--- src/wme_pkg.sv ---
// Shared constants, codes and types of the word machine execute unit.
`default_nettype none

package wme_pkg;

	// Memory geometry and block sizes
	localparam int MEM_WORDS   = 100;
	localparam int BLOCK_WORDS = 10;
	localparam int MAX_RES     = 10;
	localparam int PD_N        = (BLOCK_WORDS < MAX_RES) ? BLOCK_WORDS : MAX_RES;
	localparam int ADDR_W      = 7;
	localparam int WORD_W      = 32;
	localparam int LEFT_W      = 5;
	localparam int K_W         = $clog2(PD_N + 1);

	localparam logic [ADDR_W-1:0] MEM_LIM  = ADDR_W'(MEM_WORDS);
	localparam logic [LEFT_W-1:0] BLK_CNT  = LEFT_W'(BLOCK_WORDS);
	localparam logic [K_W-1:0]    PD_LAST  = K_W'(PD_N - 1);
	localparam logic [WORD_W-1:0] SPACES   = 32'h2020_2020;

	// Item opcodes
	localparam logic [2:0] OP_CLEAR = 3'd0;
	localparam logic [2:0] OP_LOAD  = 3'd1;
	localparam logic [2:0] OP_START = 3'd2;
	localparam logic [2:0] OP_STEP  = 3'd3;
	localparam logic [2:0] OP_CARD  = 3'd4;

	// Result status codes
	localparam logic [2:0] STS_OK      = 3'd0;
	localparam logic [2:0] STS_HALT    = 3'd1;
	localparam logic [2:0] STS_NOTRUN  = 3'd2;
	localparam logic [2:0] STS_BADADDR = 3'd3;
	localparam logic [2:0] STS_AWAIT   = 3'd4;
	localparam logic [2:0] STS_UNEXP   = 3'd5;
	localparam logic [2:0] STS_REFUSE  = 3'd6;

	// ASCII characters of the instruction set
	localparam logic [7:0] CH_0 = 8'd48;
	localparam logic [7:0] CH_9 = 8'd57;
	localparam logic [7:0] CH_G = 8'h47;
	localparam logic [7:0] CH_D = 8'h44;
	localparam logic [7:0] CH_P = 8'h50;
	localparam logic [7:0] CH_H = 8'h48;
	localparam logic [7:0] CH_L = 8'h4C;
	localparam logic [7:0] CH_R = 8'h52;
	localparam logic [7:0] CH_S = 8'h53;
	localparam logic [7:0] CH_C = 8'h43;
	localparam logic [7:0] CH_B = 8'h42;
	localparam logic [7:0] CH_T = 8'h54;

	// Sequencer states
	typedef enum logic [4:0] {
		S_IDLE  = 5'b00001,
		S_EXEC  = 5'b00010,
		S_OPER  = 5'b00100,
		S_PD_RD = 5'b01000,
		S_PD_WR = 5'b10000
	} state_t;

endpackage

`default_nettype wire

--- src/word_machine_execute_unit.sv ---
// Top level: sequencer of the word machine around its word memory.
//
// Usage: one input channel (in_valid/in_ready with opcode, address,
// data_word) and one result channel (out_valid/out_ready with status,
// out_word, word_valid, last, counter_now, flag_now, reg_now). Each item
// gives one result, except a PD step, which gives ten results, the last
// one marked by last.
// Sequence: an item transfers in the idle state, which also starts the read
// of the instruction word or card target; the result is registered from
// the execute state. An LR or CR step goes on to an operand state that
// reads the operand word; a PD step reads one memory word per result,
// alternating a read state and an output state. The sequencer takes a new
// item only when idle, after the steps of the last item.
// Clear memory drops the per-word valid bits at once, and
// a word that is not valid reads as four spaces.
// Reset: memory reads as spaces, the register holds spaces, the counter and
// flag are zero and the machine is halted. No clearing pass is needed.
// Stall: results wait in an output register; while it is full and not
// taken, one more item may transfer, then the sequencer holds in its
// execute step until the register frees.
`default_nettype none

module word_machine_execute_unit (
	input  wire logic                         clk,
	input  wire logic                         arst_n,
	input  wire logic                         in_valid,
	output logic                              in_ready,
	input  wire logic [2:0]                   opcode,
	input  wire logic [wme_pkg::ADDR_W-1:0]   address,
	input  wire logic [wme_pkg::WORD_W-1:0]   data_word,
	output logic                              out_valid,
	input  wire logic                         out_ready,
	output logic      [2:0]                   status,
	output logic      [wme_pkg::WORD_W-1:0]   out_word,
	output logic                              word_valid,
	output logic                              last,
	output logic      [wme_pkg::ADDR_W-1:0]   counter_now,
	output logic                              flag_now,
	output logic      [wme_pkg::WORD_W-1:0]   reg_now
);

	import wme_pkg::*;

	state_t state_q, state_d;

	// Architectural state
	logic [ADDR_W-1:0] ic_q, ic_d;
	logic              tog_q, tog_d;
	logic [WORD_W-1:0] gp_q, gp_d;
	logic              halt_q, halt_d;
	logic              cact_q, cact_d;
	logic [ADDR_W-1:0] caddr_q, caddr_d;
	logic [LEFT_W-1:0] cleft_q, cleft_d;
	logic [MEM_WORDS-1:0] valid_q;

	// Latched item and operand
	logic [2:0]        op_q;
	logic [ADDR_W-1:0] addr_q;
	logic [WORD_W-1:0] data_q;
	logic [ADDR_W-1:0] opr_q;
	logic              sel_cr_q;
	logic              rvld_q;
	logic [K_W-1:0]    k_q, k_d;

	// Memory port
	logic              rd_en, wr_en, clr_all;
	logic [ADDR_W-1:0] rd_addr, wr_addr;
	logic [WORD_W-1:0] wr_data, rd_data, mem_word;

	// Output register
	logic              out_valid_q, out_load, out_free;
	logic [2:0]        res_status;
	logic [WORD_W-1:0] res_word;
	logic              res_wvalid, res_last;

	// Instruction decode
	logic [7:0]        b0, b1, hi, lo;
	logic              digits_ok, opr_ok, known;
	logic              is_gd, is_pd, is_lr, is_sr, is_cr, is_bt;
	logic [ADDR_W-1:0] opr_a, pd_a;
	logic [WORD_W-1:0] merged;
	logic [2:0]        card_sts;

	wme_ram #(
		.WIDTH(WORD_W),
		.DEPTH(MEM_WORDS)
	) u_mem (
		.clk    (clk),
		.wr_en  (wr_en),
		.wr_addr(wr_addr),
		.wr_data(wr_data),
		.rd_en  (rd_en),
		.rd_addr(rd_addr),
		.rd_data(rd_data)
	);

	// A word never written since reset or clear reads as spaces
	assign mem_word = rvld_q ? rd_data : SPACES;

	assign in_ready  = (state_q == S_IDLE);
	assign out_free  = !out_valid_q || out_ready;
	assign out_valid = out_valid_q;

	// Decode the fetched word
	always_comb begin
		b0 = mem_word[31:24];
		b1 = mem_word[23:16];
		hi = mem_word[15:8];
		lo = mem_word[7:0];
		digits_ok = (hi inside {[CH_0:CH_9]}) && (lo inside {[CH_0:CH_9]});
		opr_a = ADDR_W'({hi[3:0], 3'b000}) + ADDR_W'({hi[3:0], 1'b0}) + ADDR_W'(lo[3:0]);
		opr_ok = digits_ok && (opr_a < MEM_LIM);
		is_gd = (b0 == CH_G) && (b1 == CH_D);
		is_pd = (b0 == CH_P) && (b1 == CH_D);
		is_lr = (b0 == CH_L) && (b1 == CH_R);
		is_sr = (b0 == CH_S) && (b1 == CH_R);
		is_cr = (b0 == CH_C) && (b1 == CH_R);
		is_bt = (b0 == CH_B) && (b1 == CH_T);
		known = is_gd || is_pd || is_lr || is_sr || is_cr || is_bt;
		pd_a  = opr_q + ADDR_W'(k_q);
	end

	// Merge a card word: a zero byte keeps the stored byte
	always_comb begin
		for (int i = 0; i < 4; i++) begin
			merged[8*i +: 8] = (data_q[8*i +: 8] == 8'd0) ? mem_word[8*i +: 8]
				: data_q[8*i +: 8];
		end
	end

	// Sequencer
	always_comb begin
		state_d    = state_q;
		ic_d       = ic_q;
		tog_d      = tog_q;
		gp_d       = gp_q;
		halt_d     = halt_q;
		cact_d     = cact_q;
		caddr_d    = caddr_q;
		cleft_d    = cleft_q;
		k_d        = k_q;
		rd_en      = 1'b0;
		rd_addr    = '0;
		wr_en      = 1'b0;
		wr_addr    = '0;
		wr_data    = gp_q;
		clr_all    = 1'b0;
		out_load   = 1'b0;
		res_status = STS_OK;
		res_word   = '0;
		res_wvalid = 1'b0;
		res_last   = 1'b1;
		card_sts   = STS_OK;
		case (state_q)
			S_IDLE: begin
				// Fetch the instruction or the old card target with the transfer
				rd_addr = (opcode == OP_STEP) ? ic_q : caddr_q;
				if (in_valid) begin
					rd_en   = (rd_addr < MEM_LIM);
					state_d = S_EXEC;
				end
			end
			S_EXEC: begin
				if (out_free) begin
					out_load = 1'b1;
					state_d  = S_IDLE;
					case (op_q)
						OP_CLEAR: begin
							clr_all = 1'b1;
							gp_d    = SPACES;
							halt_d  = 1'b1;
							cact_d  = 1'b0;
							cleft_d = '0;
						end
						OP_LOAD: begin
							if (addr_q < MEM_LIM) begin
								wr_en   = 1'b1;
								wr_addr = addr_q;
								wr_data = data_q;
							end else begin
								res_status = STS_BADADDR;
							end
						end
						OP_START: begin
							ic_d    = '0;
							halt_d  = 1'b0;
							cact_d  = 1'b0;
							cleft_d = '0;
						end
						OP_STEP: begin
							if (halt_q) begin
								res_status = STS_NOTRUN;
							end else if (cact_q) begin
								res_status = STS_REFUSE;
							end else if (ic_q >= MEM_LIM) begin
								halt_d     = 1'b1;
								res_status = STS_BADADDR;
							end else begin
								ic_d = ic_q + 1'b1;
								if (b0 == CH_H) begin
									halt_d     = 1'b1;
									res_status = STS_HALT;
								end else if (!known) begin
									res_status = STS_OK;
								end else if (!opr_ok) begin
									res_status = STS_BADADDR;
								end else if (is_gd) begin
									cact_d     = 1'b1;
									caddr_d    = opr_a;
									cleft_d    = BLK_CNT;
									res_status = STS_AWAIT;
								end else if (is_pd) begin
									out_load = 1'b0;
									k_d      = '0;
									state_d  = S_PD_RD;
								end else if (is_lr || is_cr) begin
									out_load = 1'b0;
									rd_en    = 1'b1;
									rd_addr  = opr_a;
									state_d  = S_OPER;
								end else if (is_sr) begin
									wr_en   = 1'b1;
									wr_addr = opr_a;
									wr_data = gp_q;
								end else if (tog_q) begin
									ic_d = opr_a;
								end
							end
						end
						OP_CARD: begin
							if (!cact_q) begin
								res_status = STS_UNEXP;
							end else begin
								if (caddr_q < MEM_LIM) begin
									wr_en   = 1'b1;
									wr_addr = caddr_q;
									wr_data = merged;
								end else begin
									card_sts = STS_BADADDR;
								end
								caddr_d = caddr_q + 1'b1;
								cleft_d = cleft_q - 1'b1;
								if (cleft_d == '0) begin
									cact_d = 1'b0;
								end else if (card_sts == STS_OK) begin
									card_sts = STS_AWAIT;
								end
								res_status = card_sts;
							end
						end
						default: begin
							res_status = STS_OK;
						end
					endcase
				end
			end
			S_OPER: begin
				// Finish LR or CR with the operand word
				if (out_free) begin
					out_load = 1'b1;
					state_d  = S_IDLE;
					if (sel_cr_q) begin
						tog_d = (mem_word == gp_q);
					end else begin
						gp_d = mem_word;
					end
				end
			end
			S_PD_RD: begin
				rd_addr = pd_a;
				rd_en   = (pd_a < MEM_LIM);
				state_d = S_PD_WR;
			end
			S_PD_WR: begin
				// Emit one printed word, then advance
				if (out_free) begin
					out_load = 1'b1;
					res_last = (k_q == PD_LAST);
					if (pd_a < MEM_LIM) begin
						res_word   = mem_word;
						res_wvalid = 1'b1;
					end else begin
						res_status = STS_BADADDR;
					end
					if (k_q == PD_LAST) begin
						state_d = S_IDLE;
					end else begin
						k_d     = k_q + 1'b1;
						state_d = S_PD_RD;
					end
				end
			end
			default: begin
				state_d = S_IDLE;
			end
		endcase
	end

	// Control and architectural registers
	always_ff @(posedge clk or negedge arst_n) begin
		if (!arst_n) begin
			state_q     <= S_IDLE;
			ic_q        <= '0;
			tog_q       <= 1'b0;
			gp_q        <= SPACES;
			halt_q      <= 1'b1;
			cact_q      <= 1'b0;
			caddr_q     <= '0;
			cleft_q     <= '0;
			k_q         <= '0;
			valid_q     <= '0;
			rvld_q      <= 1'b0;
			out_valid_q <= 1'b0;
		end else begin
			state_q <= state_d;
			ic_q    <= ic_d;
			tog_q   <= tog_d;
			gp_q    <= gp_d;
			halt_q  <= halt_d;
			cact_q  <= cact_d;
			caddr_q <= caddr_d;
			cleft_q <= cleft_d;
			k_q     <= k_d;
			if (clr_all) begin
				valid_q <= '0;
			end else if (wr_en) begin
				valid_q[wr_addr] <= 1'b1;
			end
			if (rd_en) begin
				rvld_q <= valid_q[rd_addr];
			end
			if (out_load) begin
				out_valid_q <= 1'b1;
			end else if (out_ready) begin
				out_valid_q <= 1'b0;
			end
		end
	end

	// Item, operand and result payload
	always_ff @(posedge clk) begin
		if (in_valid && in_ready) begin
			op_q   <= opcode;
			addr_q <= address;
			data_q <= data_word;
		end
		if (state_q == S_EXEC) begin
			opr_q    <= opr_a;
			sel_cr_q <= is_cr;
		end
		if (out_load) begin
			status      <= res_status;
			out_word    <= res_word;
			word_valid  <= res_wvalid;
			last        <= res_last;
			counter_now <= ic_d;
			flag_now    <= tog_d;
			reg_now     <= gp_d;
		end
	end

	// Checks
	a_no_write_idle: assert property (@(posedge clk) disable iff (!arst_n)
		wr_en |-> (state_q != S_IDLE))
		else $error("memory written outside of execution");

	a_accept_exec: assert property (@(posedge clk) disable iff (!arst_n)
		(in_valid && in_ready) |=> (state_q == S_EXEC))
		else $error("transfer did not start execution");

	a_pd_count: assert property (@(posedge clk) disable iff (!arst_n)
		(state_q == S_PD_RD || state_q == S_PD_WR) |-> (k_q <= PD_LAST))
		else $error("print counter past block");

	a_word_ok: assert property (@(posedge clk) disable iff (!arst_n)
		(out_valid && word_valid) |-> (status == STS_OK))
		else $error("printed word with bad status");

endmodule

`default_nettype wire

--- src/wme_ram.sv ---
// Generic single-port-write, single-port-read RAM with registered read data.
`default_nettype none

module wme_ram #(
	parameter int WIDTH = 32,
	parameter int DEPTH = 100
) (
	input  wire logic                     clk,
	input  wire logic                     wr_en,
	input  wire logic [$clog2(DEPTH)-1:0] wr_addr,
	input  wire logic [WIDTH-1:0]         wr_data,
	input  wire logic                     rd_en,
	input  wire logic [$clog2(DEPTH)-1:0] rd_addr,
	output logic      [WIDTH-1:0]         rd_data
);

	logic [WIDTH-1:0] mem [DEPTH];

	// Write, and register the read word; hold it between reads
	always_ff @(posedge clk) begin
		if (wr_en) begin
			mem[wr_addr] <= wr_data;
		end
		if (rd_en) begin
			rd_data <= mem[rd_addr];
		end
	end

endmodule

`default_nettype wire
--- config.mk ---
export PLATFORM = sky130hd
export DESIGN_NAME = word_machine_execute_unit
export DESIGN_NICKNAME = d
export VERILOG_FILES = /design/src/wme_pkg.sv /design/src/word_machine_execute_unit.sv /design/src/wme_ram.sv
export SDC_FILE = /design/constraint.sdc
export NUM_CORES = 2
export LEC_CHECK = 0
export ABC_AREA = 0
export BUFFER_PORTS_ARGS = -buffer_cell sky130_fd_sc_hd__buf_2
export CORE_MARGIN = 8
export CORE_UTILIZATION = 55
export DETAILED_ROUTE_END_ITERATION = 12
export GPL_ROUTABILITY_DRIVEN = 0
export PLACE_DENSITY_LB_ADDON = 0.12
export SETUP_SLACK_MARGIN = 0.05
export SLEW_MARGIN = 10
export SYNTH_ARGS = -nofsm -noshare
export SYNTH_HDL_FRONTEND = slang
export SYNTH_SLANG_ARGS = --single-unit
--- constraint.sdc ---
create_clock -name clk -period 8.2 [get_ports clk]
set_clock_uncertainty 0.2 [all_clocks]
set_input_delay 0 -clock clk [delete_from_list [all_inputs] [get_ports clk]]
set_output_delay 0 -clock clk [all_outputs]
set_load 0.05 [all_outputs]
==> results_dict.tcl <==
set metrics [dict create \
    routed_wirelength_microns 482000 \
    setup-tns-final_ns 0 \
    final-setup-viol-count 0 \
    drc 0 \
    ys_ff_latch 3524 \
    die_w_microns 521 \
    numCtsBuffers 366 \
    tritoncts "built" \
    cap_viol_max_count 1 \
    synth.top_cell.area_share 0.718 \
    drtIter0Drc 16100 \
    clk_latency_ns 1.02 \
    rsz0062_at_grt "false" \
    hold_path_depth 3 \
    cp.required_ns 8.65 \
    nNetsFinal 10200 \
    yosysWarnings 0 \
    hold_violations 0 \
    wl_met1_microns 177000 \
    min_period_over_period 0.941 \
    min_path_type "input port to register" \
    syn_inst 9647 \
    via_count 93600 \
    antenna_found_initial 31 \
    clk_pin_slew_ns 0.07 \
    drive_above_1_share 0.141 \
    power_leakage_nw 55.9 \
    rows 185 \
    worstSetupPathType "register to register" \
    wl_met2_microns 208000 \
    seq_area_frac_synth 0.747 \
    synthFlopType "edfxtp_1" \
    core-area_sq_um 254000 \
    grt_pass1_wl_microns 669000 \
    grt_pass1_vias 87900 \
    wire_per_inst_microns 34.9 \
    power_density_nw_per_um2 345 \
    port_buffers 124 \
    vdd_drop_max_mv 0.370 \
    crit_fanout 16 \
    tightest_slew_ns 1.56 \
    initial_core_util 0.553 \
    synth.net_count 9711 \
    dp_hpwl_microns 286000 \
    ys_top_cells_by_area "edfxtp_1 (72%), nand2_1 (5.0%), mux2i_1 (3.5%)" \
    finalMaxSlewViolations 2 \
    post_dp_cell_area_sq_um 149000 \
    worstRegToRegCells 18 \
    cts.sinks 3524 \
    grt_max_degree 123 \
    fin_crit_ns 7.72 \
    whs_ns 0.0520 \
    avgSynthCellArea_sq_um 14.6 \
    viasPerCell 6.79 \
    relSlewSlack -0.0409 \
    pin_count 125 \
    fmax_ghz 0.130 \
    yosysTopAreaCell "edfxtp_1" \
    synth.distinct_cells 99 \
    top_layer_used "met5" \
    fillers 18500 \
    cts-htree-levels 5 \
    violations "capacitance limit, slew limit" \
    ant_nets 0 \
    firstDrtPassIters 7 \
    endpoint_kind "register" \
    status "finished with violations" \
    dieArea_sq_um 272000 \
    grt_use_total 0.345 \
    postLayoutCellArea_sq_um 161000 \
    postCtsSetupRepairBufs 0 \
    critPathLaunchType "register" \
    synthArstFlopShare 0.0468 \
    synth-edff-count 3359 \
    clockBufferDepth 4 \
    grt_overflow 0 \
    clock_tree.root_cell "clkbuf_16" \
    die_y_microns 521 \
    arrival_ns 8.17 \
    wl_met3_microns 67100 \
    areaGrowthSynthToFinish_pct 14.6 \
    synth.cell_area_sq_um 140000 \
]
## final timing paths
path,startpoint,endpoint,slack [ns]
min,data_word[1],data_q[1],0.05
max in group asynchronous,arst_n,valid_q[14],6.32
max reg2reg,u_mem.rd_data[2],u_mem.rd_data[23],0.48
min in group asynchronous,arst_n,gp_q[8],0.55
min reg2reg,valid_q[68],valid_q[68],0.29
max,u_mem.rd_data[2],u_mem.rd_data[23],0.48
## synth_stat cells (24+ instances only)
| cell | count |
|---|---|
| a32oi_1 | 39 |
| a211oi_1 | 122 |
| o22ai_1 | 202 |
| mux2i_1 | 490 |
| dfrtp_1 | 159 |
| buf_1 | 83 |
| clkbuf_1 | 231 |
| nand2_1 | 1881 |
| a22oi_1 | 53 |
| o21a_1 | 105 |
| a2111oi_0 | 38 |
| edfxtp_1 | 3359 |
| a311oi_1 | 47 |
| o221ai_1 | 51 |
| nor2_1 | 291 |
| a21oi_1 | 441 |
| mux4_2 | 108 |
| nor4_1 | 88 |
| a31oi_1 | 146 |
| mux2_2 | 24 |
| and3_1 | 122 |
| nand4_1 | 42 |
| xnor2_1 | 25 |
| inv_1 | 30 |
| o211ai_1 | 37 |
| nand3_1 | 508 |
| nor3_1 | 105 |
| o21ai_0 | 212 |
| buf_2 | 276 |
## worst max-delay path, cell delays in order, from the launching register on
cell and delay, ns:
edfxtp_1 0.57, xor2_1 0.21, and2_1 0.14, ha_1 0.18, inv_1 0.07, fa_1 0.45, nand2b_1 0.16, a21oi_1 0.17
xnor2_1 0.30, clkinv_1 0.52, nand2_1 0.55, a41o_4 0.59, nand2_2 0.54, buf_4 0.37, buf_12 0.17, a2111oi_0 1.02
nor3_1 0.31, a21oi_1 0.49, a2bb2oi_1 0.32
## per-layer routing
layer  track usage  vias up
met3         0.101     1277
met4         0.177        6
met5             0        -
li1              -    38000
met1         0.473    47400
met2         0.505     6938
## power by group
| group | internal, mW | switching [mW] | total [mW] |
|---|---|---|---|
| logic | 4.11 | 12.6 | 16.7 |
| clock network | 9.10 | 6.84 | 15.9 |
| registers | 22.3 | 0.625 | 22.9 |
## registers in the layout (all words and copies together) (netlist names), 7 cells and up
name	flops
data_q	32
valid_q	100
u_mem.rd_data	32
opr_q	7
ic_q	7
gp_q	32
out_word	32
counter_now	7
addr_q	7
reg_now	32
caddr_q	7
u_mem.mem	3200
## through the flow
stage	worst slack, ns	util	power (mW)	cells
6_report	0.481	0.634	55.6	13800
5_1_grt	0.497	0.633	56.6	13800
4_1_cts	0.851	0.633	55.0	13800
3_5_place_dp	0.898	0.585	39.2	13000
3_3_place_gp	0.796	0.584	39.0	13000
2_1_floorplan	0.678	-	31.4	9647
## repair_timing
item                      in CTS  in global routing
hold endpoints to repair     280                  0
hold buffers                  99                  0
gates resized for setup        0                  0
## placed cells by master, fill, tap and decap left out, types with 104 or more instances in the layout
cell type / Yosys / final
a211oi_1: 122 / 121
a21oi_1: 441 / 439
a31oi_1: 146 / 145
and3_1: 122 / 122
buf_2: 276 / 124
buf_4: 15 / 426
clkbuf_16: 0 / 371
dfrtp_1: 159 / 158
edfxtp_1: 3359 / 3359
mux2i_1: 490 / 490
mux4_2: 108 / 108
nand2_1: 1881 / 1870
nand3_1: 508 / 508
nor2_1: 291 / 182
nor2_4: 2 / 110
o21a_1: 105 / 104
o21ai_0: 212 / 197
o22ai_1: 202 / 184
## kinds of logic after synthesis
group,share of synthesized area
AO/OA/AOI/OAI,0.0774
XOR/XNOR,0.00187
adder cells (fa/ha/maj),0.00171
buffers and inverters,0.0200
flip-flops,0.747
multiplexers,0.0541
AND/OR/NAND/NOR,0.0974
## area by class of cell
cell class	instances	area, sq um	share of cell area
Antenna cell	15	37.5	0.000233
Clock buffer	472	9800	0.0609
Inverter	31	116	0.000723
Sequential cell	3524	105000	0.652
Clock inverter	182	1500	0.00931
Timing Repair Buffer	718	6210	0.0386
Multi-Input combinational cell	5485	34200	0.212
Tap cell	3366	4210	0.0262
No activity file was read; power rests on OpenSTA's default activity.
